### config.mk
export PLATFORM = sky130hd
export DESIGN_NAME = dmx512_slot_receiver_top
export DESIGN_NICKNAME = d
export VERILOG_FILES = /design/src/dmxrx_pkg.sv /design/src/dmxrx_cfg_regs.sv /design/src/dmxrx_core.sv /design/src/dmx512_slot_receiver_top.sv
export SDC_FILE = /design/constraint.sdc
export NUM_CORES = 1
export LEC_CHECK = 0
export ABC_AREA = 1
export ABC_CLOCK_PERIOD_IN_PS = 3870
export BUFFER_PORTS_ARGS = -buffer_cell sky130_fd_sc_hd__buf_2
export CAP_MARGIN = 30
export CORE_ASPECT_RATIO = 1.2
export CORE_MARGIN = 2
export CORE_UTILIZATION = 55
export DETAILED_ROUTE_END_ITERATION = 6
export PLACE_DENSITY_LB_ADDON = 0.12
export SLEW_MARGIN = 30
export SYNTH_ARGS = -nofsm -noshare
export SYNTH_HDL_FRONTEND = slang
export SYNTH_HIERARCHICAL = 1
export SYNTH_SLANG_ARGS = --single-unit
### constraint.sdc
create_clock -name clk_i -period 3.87 [get_ports clk_i]
set_clock_uncertainty 0.15 [all_clocks]
set_input_delay 0.387 -clock clk_i [delete_from_list [all_inputs] [get_ports clk_i]]
set_output_delay 0.387 -clock clk_i [all_outputs]
set_load 0.05 [all_outputs]
### src/dmxrx_pkg.sv
// Shared types and constants for the DMX512 slot receiver.
// No dependencies; imported by every module of the block.
package dmxrx_pkg;

  localparam int unsigned MAX_SLOTS_DEF = 512;

  localparam int unsigned START_W  = 9;
  localparam int unsigned WINLEN_W = 10;
  localparam int unsigned TICKS_W  = 8;
  localparam int unsigned CFG_W    = 10;
  localparam int unsigned CFGIDX_W = 2;
  localparam int unsigned OFFS_W   = 9;

  // request codes
  localparam logic [1:0] REQ_BREAK = 2'd0;
  localparam logic [1:0] REQ_BYTE  = 2'd1;
  localparam logic [1:0] REQ_TICK  = 2'd2;

  // register indexes
  localparam logic [CFGIDX_W-1:0] CFG_START_SLOT    = 2'd0;
  localparam logic [CFGIDX_W-1:0] CFG_WINDOW_LENGTH = 2'd1;
  localparam logic [CFGIDX_W-1:0] CFG_TIMEOUT_TICKS = 2'd2;

  localparam logic [START_W-1:0]  START_SLOT_RST    = 9'd0;
  localparam logic [WINLEN_W-1:0] WINDOW_LENGTH_RST = 10'd1;
  localparam logic [TICKS_W-1:0]  TIMEOUT_TICKS_RST = 8'd30;

  // start codes
  localparam logic [7:0] SC_DMX = 8'h00;
  localparam logic [7:0] SC_RDM = 8'hCC;

  typedef struct packed {
    logic [START_W-1:0]  start_slot;
    logic [WINLEN_W-1:0] window_length;
    logic [TICKS_W-1:0]  timeout_ticks;
  } dmxrx_cfg_t;

  typedef struct packed {
    logic [7:0]        slot_data;
    logic [OFFS_W-1:0] slot_offset;
    logic              in_window;
    logic              window_commit;
    logic              rdm_byte;
    logic              signal_present;
  } dmxrx_res_t;

endpackage

### src/dmxrx_cfg_regs.sv
// Configuration register file: start slot, window length and timeout.
// Depends on dmxrx_pkg.
module dmxrx_cfg_regs (
  input  logic                            clk_i,
  input  logic                            rst_ni,
  input  logic                            cfg_we_i,
  input  logic [dmxrx_pkg::CFGIDX_W-1:0]  cfg_idx_i,
  input  logic [dmxrx_pkg::CFG_W-1:0]     cfg_wdata_i,
  output dmxrx_pkg::dmxrx_cfg_t           cfg_o
);
  import dmxrx_pkg::*;

  dmxrx_cfg_t cfg_q;

  always_ff @(posedge clk_i or negedge rst_ni) begin
    if (!rst_ni) begin
      cfg_q.start_slot    <= START_SLOT_RST;
      cfg_q.window_length <= WINDOW_LENGTH_RST;
      cfg_q.timeout_ticks <= TIMEOUT_TICKS_RST;
    end else if (cfg_we_i) begin
      case (cfg_idx_i)
        CFG_START_SLOT:    cfg_q.start_slot    <= cfg_wdata_i[START_W-1:0];
        CFG_WINDOW_LENGTH: cfg_q.window_length <= cfg_wdata_i[WINLEN_W-1:0];
        CFG_TIMEOUT_TICKS: cfg_q.timeout_ticks <= cfg_wdata_i[TICKS_W-1:0];
        default: ;
      endcase
    end
  end

  assign cfg_o = cfg_q;

endmodule

### src/dmxrx_core.sv
// Receiver state (phase, slot counts, frame status, timeout) and the
// per-event next-state and result logic. Depends on dmxrx_pkg.
module dmxrx_core #(
  parameter int unsigned MaxSlots = dmxrx_pkg::MAX_SLOTS_DEF
) (
  input  logic                  clk_i,
  input  logic                  rst_ni,
  input  logic                  step_i,
  input  logic [1:0]            req_type_i,
  input  logic [7:0]            rx_byte_i,
  input  dmxrx_pkg::dmxrx_cfg_t cfg_i,
  output dmxrx_pkg::dmxrx_res_t res_o
);
  import dmxrx_pkg::*;

  localparam int unsigned CntW = $clog2(MaxSlots + 1);
  localparam int unsigned WinW = WINLEN_W + 1;
  localparam int unsigned CmpW = (CntW > WinW) ? CntW : WinW;

  typedef enum logic [1:0] {
    PH_WAIT  = 2'd0,
    PH_START = 2'd1,
    PH_DMX   = 2'd2,
    PH_RDM   = 2'd3
  } phase_e;

  phase_e              phase_q, phase_d;
  logic [CntW-1:0]     cnt_q, cnt_d;
  logic [CntW-1:0]     prev_q, prev_d;
  logic                good_q, good_d;
  logic [TICKS_W-1:0]  tmo_q, tmo_d;

  logic [WinW-1:0]     win_end;
  logic [CntW-1:0]     cnt_inc;
  logic [CmpW-1:0]     diff;
  dmxrx_res_t          res;

  assign win_end = WinW'(cfg_i.start_slot) + WinW'(cfg_i.window_length);
  assign cnt_inc = CntW'(cnt_q + 1'b1);
  assign diff    = CmpW'(cnt_q) - CmpW'(cfg_i.start_slot);

  always_comb begin
    phase_d = phase_q;
    cnt_d   = cnt_q;
    prev_d  = prev_q;
    good_d  = good_q;
    tmo_d   = tmo_q;
    res     = '0;
    case (req_type_i)
      REQ_BREAK: phase_d = PH_START;
      REQ_TICK: begin
        if (tmo_q != '0) begin
          tmo_d = tmo_q - 1'b1;
          if (tmo_q == TICKS_W'(1)) good_d = 1'b0;
        end
      end
      REQ_BYTE: begin
        case (phase_q)
          PH_START: begin
            if (rx_byte_i == SC_RDM) begin
              phase_d = PH_RDM;
            end else if (rx_byte_i == SC_DMX) begin
              phase_d = PH_DMX;
              if (cnt_q != prev_q || cnt_q == '0) begin
                good_d = 1'b0;
                prev_d = cnt_q;
              end else begin
                good_d = 1'b1;
                tmo_d  = cfg_i.timeout_ticks;
              end
              cnt_d = '0;
            end else begin
              phase_d = PH_WAIT;
            end
          end
          PH_DMX: begin
            if (cnt_q < CntW'(MaxSlots)) begin
              cnt_d = cnt_inc;
              if (CmpW'(cnt_q) >= CmpW'(cfg_i.start_slot) &&
                  CmpW'(cnt_q) < CmpW'(win_end)) begin
                res.in_window   = 1'b1;
                res.slot_data   = rx_byte_i;
                res.slot_offset = diff[OFFS_W-1:0];
              end
              if (good_q && CmpW'(cnt_inc) == CmpW'(win_end)) begin
                res.window_commit = 1'b1;
              end
            end else begin
              phase_d = PH_WAIT;
            end
          end
          PH_RDM:  res.rdm_byte = 1'b1;
          default: ;
        endcase
      end
      default: ;
    endcase
    res.signal_present = (tmo_d != '0);
  end

  always_ff @(posedge clk_i or negedge rst_ni) begin
    if (!rst_ni) begin
      phase_q <= PH_WAIT;
      cnt_q   <= '0;
      prev_q  <= '0;
      good_q  <= 1'b0;
      tmo_q   <= '0;
    end else if (step_i) begin
      phase_q <= phase_d;
      cnt_q   <= cnt_d;
      prev_q  <= prev_d;
      good_q  <= good_d;
      tmo_q   <= tmo_d;
    end
  end

  assign res_o = res;

endmodule

### src/dmx512_slot_receiver_top.sv
// Top level of the DMX512 slot receiver: input register, core, result register.
// Depends on dmxrx_pkg, dmxrx_cfg_regs and dmxrx_core.
//
// Usage:
//   Input channel (in_valid_i/in_ready_o) carries one line event per beat:
//   a break, a received byte or a 100 ms tick. Output channel
//   (out_valid_o/out_ready_i) returns exactly one result per event, in order.
//   The event is registered in the input stage, then evaluated against
//   receiver state into the result register when the core advances.
//   One event per cycle is sustained while out_ready_i accepts each result;
//   the limit is back-pressure on the output channel.
//   Configuration writes (cfg_we_i, cfg_idx_i, cfg_wdata_i) take effect at
//   the clock edge and are meant for idle periods only.
//   Reset clears both stages, the receiver state (waiting for break, no
//   signal) and loads the register defaults.
//   When the receiver stalls, the result register holds, the input stage
//   fills, and in_ready_o drops until the result is taken.
module dmx512_slot_receiver_top #(
  parameter int unsigned MaxSlots = dmxrx_pkg::MAX_SLOTS_DEF
) (
  input  logic                             clk_i,
  input  logic                             rst_ni,
  input  logic                             cfg_we_i,
  input  logic [dmxrx_pkg::CFGIDX_W-1:0]   cfg_idx_i,
  input  logic [dmxrx_pkg::CFG_W-1:0]      cfg_wdata_i,
  input  logic                             in_valid_i,
  output logic                             in_ready_o,
  input  logic [1:0]                       req_type_i,
  input  logic [7:0]                       rx_byte_i,
  output logic                             out_valid_o,
  input  logic                             out_ready_i,
  output logic [7:0]                       slot_data_o,
  output logic [dmxrx_pkg::OFFS_W-1:0]     slot_offset_o,
  output logic                             in_window_o,
  output logic                             window_commit_o,
  output logic                             rdm_byte_o,
  output logic                             signal_present_o
);
  import dmxrx_pkg::*;

  dmxrx_cfg_t cfg;
  dmxrx_res_t res, res_q;

  logic       s1_valid_q;
  logic [1:0] s1_req_q;
  logic [7:0] s1_byte_q;
  logic       out_valid_q;
  logic       advance;

  assign advance    = s1_valid_q && (!out_valid_q || out_ready_i);
  assign in_ready_o = !s1_valid_q || advance;

  always_ff @(posedge clk_i or negedge rst_ni) begin
    if (!rst_ni) begin
      s1_valid_q <= 1'b0;
    end else if (in_ready_o) begin
      s1_valid_q <= in_valid_i;
    end
  end

  always_ff @(posedge clk_i) begin
    if (in_ready_o && in_valid_i) begin
      s1_req_q  <= req_type_i;
      s1_byte_q <= rx_byte_i;
    end
  end

  dmxrx_cfg_regs u_cfg (
    .clk_i       (clk_i),
    .rst_ni      (rst_ni),
    .cfg_we_i    (cfg_we_i),
    .cfg_idx_i   (cfg_idx_i),
    .cfg_wdata_i (cfg_wdata_i),
    .cfg_o       (cfg)
  );

  dmxrx_core #(
    .MaxSlots (MaxSlots)
  ) u_core (
    .clk_i      (clk_i),
    .rst_ni     (rst_ni),
    .step_i     (advance),
    .req_type_i (s1_req_q),
    .rx_byte_i  (s1_byte_q),
    .cfg_i      (cfg),
    .res_o      (res)
  );

  always_ff @(posedge clk_i or negedge rst_ni) begin
    if (!rst_ni) begin
      out_valid_q <= 1'b0;
    end else if (!out_valid_q || out_ready_i) begin
      out_valid_q <= s1_valid_q;
    end
  end

  always_ff @(posedge clk_i) begin
    if (advance) begin
      res_q <= res;
    end
  end

  assign out_valid_o      = out_valid_q;
  assign slot_data_o      = res_q.slot_data;
  assign slot_offset_o    = res_q.slot_offset;
  assign in_window_o      = res_q.in_window;
  assign window_commit_o  = res_q.window_commit;
  assign rdm_byte_o       = res_q.rdm_byte;
  assign signal_present_o = res_q.signal_present;

endmodule

# --- Word-level counts from Yosys, hierarchy flattened ---
# Index checks and enable logic that the tools add are counted.
classes:
  n_addsub: 4
  n_mul: 0
  div: 0
  n_lt_le_gt_ge: 3
  eq_ne: 21
  shift: 0
  muxes: 25
  n_bitwise: 1
  reduce_logical: 27
ops:
  columns: ["op", "count"]
  rows:
  - ["2-to-1 mux 8 bit", 5]
  - ["2-to-1 mux 10 bit", 3]
  - ["case mux 10 bit (2 select lines)", 1]
  - ["case mux 8 bit (2 select lines)", 1]
  - ["nonzero test 8 bit", 2]
  - ["AND reduction 6 bit", 2]
  - ["adder 9 x 10 -> 11 bit", 1]
  - ["equality test 10 x 11 -> 1 bit", 1]
  - ["< comparator 10 x 11 -> 1 bit", 1]
  - ["adder 10 x 1 -> 10 bit (second input constant)", 1]
  - [">= comparator 10 x 9 -> 1 bit", 1]
  - ["logical NOT 10 bit", 1]
  - ["< comparator 10 bit (second input constant)", 1]
  - ["!= test 10 bit", 1]
  - ["!= test 2 x 1 -> 1 bit (second input constant)", 5]
  - ["2-to-1 mux 1 bit", 9]
  - ["subtractor 9 bit", 1]
  - ["equality test 2 bit (second input constant)", 4]
  - ["equality test 8 x 1 -> 1 bit (second input constant)", 1]
  - ["equality test 8 bit (second input constant)", 1]
  - ["logical NOT 8 bit", 1]
  - ["case mux 2 bit (2 select lines)", 2]
  - ["AND reduction 4 bit", 2]
  - ["subtractor 8 x 1 -> 8 bit (second input constant)", 1]
  - ["15 further kinds", 32]
word_totals:
  ff_bits: 91
  latchBits: 0
  mem_bits_rw: 0
  romBits: 0
  inputBits: 27
  out_inout_bits: 23
  elab_cells: 99
  n_memories: 0

# --- Depth between registers and ports, before layout ---
logic_depth:
  word_depth: 8
  depth_mapped: 18
  ltp_nobuf: 17

# --- Modules after synthesis ---
# The synthesis kept the hierarchy.
modules_own_cells:
  columns: ["module", "instances", "cells_per_inst", "area_per_inst_um2", "seq_area_each_um2"]
  rows:
  - ["dmxrx_core", 1, 561, 3726.1, 775.7]
  - ["dmxrx_cfg_regs", 1, 120, 1188.6, 681.9]
  - ["dmx512_slot_receiver_top", 1, 43, 1026.0, 980.9]

# --- Worst setup path after synthesis ---
# No wires, ideal clock.
synth_path:
  kind: "flip-flop to flip-flop"
  from: "register out_valid_q, in the netlist out_valid_o"
  to: "register u_core.phase_q[0]"
  setup_time_ps: 131
  arrival_time_ps: 2649
  required_time_ps: 3589
  slack_ps: 940
  path_stages_with_launch: 7
  path_buffers: 0
  synth_period_minus_slack_ps: 2930
  cell_sequence: "dfrtp_1 -> a21oi_1 -> inv_1 -> nor2_1 -> o211ai_1 -> nor2_1 -> a21oi_1"
synth_between:
  elab_chain_len: 4
synth_lines:
  columns: ["item", "line_no", "rtl"]
  rows:
  - ["start, declared", "dmx512_slot_receiver_top.sv:47", "logic out_valid_q;"]
  - ["start signal, assigned", "dmx512_slot_receiver_top.sv:93", "out_valid_q <= s1_valid_q;"]
  - ["logical NOT 1 bit", "dmx512_slot_receiver_top.sv:50", "assign advance = s1_valid_q && (!out_valid_q || out_ready_i);"]
  - ["logical OR 1 bit", "dmx512_slot_receiver_top.sv:50", null]
  - ["logical AND 1 bit", "dmx512_slot_receiver_top.sv:50", null]
  - ["named net advance", "dmx512_slot_receiver_top.sv:48", "logic advance;"]
  - ["AND reduction 4 bit (no source line)", null, null]
  - ["end signal, assigned", "dmxrx_core.sv:109", "phase_q <= phase_d;"]
  - ["end, declared", "dmxrx_core.sv:27", "phase_e phase_q, phase_d;"]
# The timed path passes the listed nets, and every way through them passes these cells.
# A chain may end at the register's enable or synchronous reset.

# --- Final worst setup path ---
layout_path:
  from: "register u_cfg.cfg_q (netlist bit u_cfg/cfg_o[18])"
  to: "register res_q (netlist bit slot_offset_o[5]) (data pin)"
layout_between:
  elab_chain_len: 4
  elab_cells_between_ends: 6
  cone_classes: "2 x add/sub; 2 x order compare; 2 x reduce/logical"
layout_lines:
  columns: ["item", "line_no", "rtl"]
  rows:
  - ["start, declared", "dmxrx_cfg_regs.sv:13", "dmxrx_cfg_t cfg_q;"]
  - ["adder 9 x 10 -> 11 bit", "dmxrx_core.sv:38", "assign win_end = WinW'(cfg_i.start_slot) + WinW'(cfg_i.window_length);"]
  - ["< comparator 10 x 11 -> 1 bit", "dmxrx_core.sv:80", "CmpW'(cnt_q) < CmpW'(win_end)) begin"]
  - ["logical AND 1 bit", "dmxrx_core.sv:79", "if (CmpW'(cnt_q) >= CmpW'(cfg_i.start_slot) &&"]
  - ["AND reduction 4 bit (no source line)", null, null]
  - ["end signal, assigned", "dmx512_slot_receiver_top.sv:99", "res_q <= res;"]
  - ["end, declared", "dmx512_slot_receiver_top.sv:42", "dmxrx_res_t res, res_q;"]
# Parallel ways exist; a longest one is shown, timed or not.

==> impl_metrics.env <==
export IMPL_antenna_violating_nets_post_route=0
export IMPL_ant_cells=0
export IMPL_die_h_um=118
export IMPL_r2r_slack_ns=0.60
export IMPL_vdd_ir_drop_worst_mv=0.224
export IMPL_hold_crit_depth=1
export IMPL_switching_power_w=0.00105
export IMPL_whs_ns=0.0695
export IMPL_synth_async_reset_ratio_pct=65.9
export IMPL_timing_critical_path_required_ns=3.91
export IMPL_cts_htree_levels=3
export IMPL_dieArea_mm2=0.0117
export IMPL_setup_total_negative_slack_ns=0
export IMPL_synth_edf_count=31
export IMPL_ys_seq_elements=91
export IMPL_ys_types=48
export IMPL_internal_power_w=0.00187
export IMPL_initial_antenna_violation_count=0
export IMPL_floorplan_initialDensity_pct=56.5
export IMPL_final_net_count=838
export IMPL_run_status="complete, no violations"
export IMPL_synth_flop_cell="dfrtp_1"
export IMPL_chipWidth_um=98.9
export IMPL_fp_row_count=41
export IMPL_rsz0062_at_grt="no"
export IMPL_overflow=0
export IMPL_drt_pre_antenna_iters=4
export IMPL_endpoint_type_of_the_worst_setup_path="flip-flop"
export IMPL_final_hold_violation_count=0
export IMPL_synth_top_area_share_pct=23.2
export IMPL_clock_fmax_mhz=305
export IMPL_postSynthAreaPerCell_um2=8.21
export IMPL_worst_slew_margin_rel_pct=54.6
export IMPL_share_seq_of_total_power_pct=40.4
export IMPL_synth_warnings=6
export IMPL_clkLatencyLatePin_ns=0.34
export IMPL_synth_area_mm2=0.00594
export IMPL_global_route_wire_length_before_repair_mm=21.5
export IMPL_first_global_vias=4714
export IMPL_cap_viol_max_count=0
export IMPL_power_leakage_nw=3.25
export IMPL_power_per_cell_area_mw_per_mm2=449
export IMPL_critical_path_n_buffers_inverters=0
export IMPL_viasPerCell=5.31
export IMPL_syn2layout_area_growth_pct=9.60
export IMPL_via_count=4819
export IMPL_hpwlAfterDp_mm=9.60
export IMPL_place_port_buffers=49
export IMPL_cts_buffer_depth=2
export IMPL_share_comb_of_total_power_pct=32.0
export IMPL_synth_top_cell_by_area="dfrtp_1"
export IMPL_min_from="rx_byte_i[5]"
export IMPL_reg2reg_depth=14
export IMPL_detailedRoute_firstIterationViolations=186
export IMPL_commonest_cells_after_routing_fill_and_taps_aside="214 x nand2_1, 84 x inv_1, 55 x dfrtp_1, 49 x buf_2, 40 x nand3_1"
export IMPL_cts_inserted_buffers=9
export IMPL_holdPathEnd="s1_byte_q[5]"
export IMPL_timing_critical_path_fanout_max=18
export IMPL_power_share_switching_pct=35.9
export IMPL_final_setup_violation_count=0
export IMPL_slew_of_the_pin_with_the_lowest_slew_margin_ns=0.681
export IMPL_post_route_drc=0
export IMPL_grt_usage_pct=22.6
export IMPL_wl_per_cell_um=13.7
export IMPL_netlist_top_cells_area="dfrtp_1 23%, edfxtp_1 16%, nand2_1 14%, ha_1 7.6%, inv_1 5.3%"
export IMPL_critical_path_reg2reg_endpoint="slot_offset_o[5]"
export IMPL_final_max_slew_violation_count=0
export IMPL_weighted_congestion_reported_at_the_end_of_routability_driven_placement=0.860
export IMPL_postRouteWirelength_mm=12.4
export IMPL_cts_root_buf="clkbuf_16"
export IMPL_layout_cells_most_common="nand2_1"
export IMPL_clock_power_share_pct=27.6
export IMPL_clock_sinks=91
export IMPL_fin_crit_ns=3.27
export IMPL_launch_point_of_the_worst_reg_to_reg_path="u_cfg/cfg_o[18]"
export IMPL_core_area_mm2=0.0105
export IMPL_timing_critical_path_cells="ha_1, fa_1, nand2_1, nand3_2, xor2_1, ha_1, a21oi_1, o21ai_0, a21oi_1, o21ai_0, a21o_1, nand2_1, nand3_4, nor2_1"
export IMPL_syn_instance_count=724
export IMPL_layout_worst_path_cycle_share_pct=84.6
export IMPL_critical_path_top_delay_family="adder cells"
export IMPL_critical_path_max_stage_delay_ns=0.44
export IMPL_critical_path_class="reg2reg"
export IMPL_worst_hold_path_type="in2reg"
export IMPL_boundaryPins=50
export IMPL_critical_path_startpoint_type="flip-flop"
export IMPL_tritoncts="built"
export IMPL_crit_path_top_delay_cell="fa_1"
export IMPL_grt_max_degree=35
export IMPL_drive_above_1_share_pct=19.3
export IMPL_synth_seq_area_share_pct=41.0
export IMPL_fillerInstances=898
export IMPL_clk_transition_reported_paths_ns=0.06
export IMPL_cp_data_arrival_time_ns=3.31
export IMPL_mappedNetlistNets=789
==> worst max-delay path by stage <==
stage,startpoint,end,slack [ns],cells past startpoint
floorplan,out_valid_o,u_core/phase_q[0],0.94,6
global placement,u_cfg/cfg_o[18],slot_offset_o[5],0.70,14
detailed placement,u_cfg/cfg_o[18],slot_offset_o[5],0.60,14
CTS,u_cfg/cfg_o[18],slot_offset_o[5],0.60,14
global route,u_cfg/cfg_o[18],slot_offset_o[5],0.43,14
finish,u_cfg/cfg_o[18],slot_offset_o[5],0.60,14
==> power groups by stage <==
stage                     clock network (W)  logic, W  registers [W]
after floorplan                           0  0.000690        0.00123
after global placement                    0  0.000906        0.00119
after detailed placement                  0  0.000931        0.00120
after CTS                          0.000821  0.000938        0.00118
after global routing               0.000859   0.00108        0.00120
final                              0.000806  0.000935        0.00118
==> cells in the mapped netlist (3+ instances only) <==
library cell / count
dfstp_2: 5
inv_2: 23
o21ai_0: 12
o21ai_1: 20
ha_1: 36
o22ai_1: 9
inv_1: 84
nor3_1: 6
a21oi_1: 22
nand3_4: 6
xor2_1: 13
dfrtp_1: 55
nor2_2: 15
nand2_2: 7
nand2_1: 214
nor2_1: 35
nor2_4: 7
nand3_1: 40
o31ai_1: 4
xnor2_1: 7
edfxtp_1: 31
nand4_1: 24
nand3_2: 6
nand3b_1: 3
buf_2: 3
buf_6: 5
==> stage by stage <==
stage	power [W]	utilization, %	setup slack, ns	instance area [um2]	cells
after global placement	0.00210	59.3	0.705	6230	890
after CTS	0.00294	61.9	0.595	6510	907
after global routing	0.00313	61.9	0.427	6510	907
final	0.00292	61.9	0.597	6510	907
after detailed placement	0.00213	59.3	0.601	6230	890
after floorplan	0.00192	-	0.940	5940	724
==> metal layers <==
metal  vias up  GRT usage, %  wire length, um
met4         0          7.79              291
met1      2253          28.8             5560
met2        79          38.8             6140
met5         -             0                0
li1       2461             -                -
met3        26          3.38              395
==> final cells by class <==
type | count | area, um2 | area share (%)
Clock buffer | 10 | 229 | 3.52
Clock inverter | 6 | 41.3 | 0.634
Inverter | 109 | 412 | 6.32
Multi-Input combinational cell | 510 | 2960 | 45.4
Sequential cell | 91 | 2440 | 37.5
Tap cell | 129 | 161 | 2.48
Timing Repair Buffer | 52 | 270 | 4.15
==> cells by family after synthesis <==
kind of cell / Yosys count / share of synthesized area, %
fa+ha+maj: 38 / 8.26
simple gates: 372 / 30.6
xor+xnor: 20 / 2.95
flops: 91 / 41.0
buf+inv: 123 / 9.20
compound gates: 80 / 7.92
==> flip-flops by register name, indices dropped and copies added (netlist names) <==
| register | flops |
|---|---|
| slot_offset_o | 9 |
| u_core/cnt_q | 10 |
| s1_byte_q | 8 |
| u_cfg/cfg_o | 27 |
| signal_present_o | 1 |
| u_core/tmo_q | 8 |
| u_core/prev_q | 10 |
| u_core/phase_q | 2 |
| in_window_o | 1 |
| rdm_byte_o | 1 |
| s1_req_q | 2 |
| out_valid_o | 1 |
| slot_data_o | 8 |
| window_commit_o | 1 |
| s1_valid_q | 1 |
| u_core/good_q | 1 |
==> repair_timing <==
item                      CTS  global route
resized for setup           0             0
hold buffers                1             0
setup buffers               0             0
hold endpoints to repair   26             0
(Power assumes the default switching activity.)
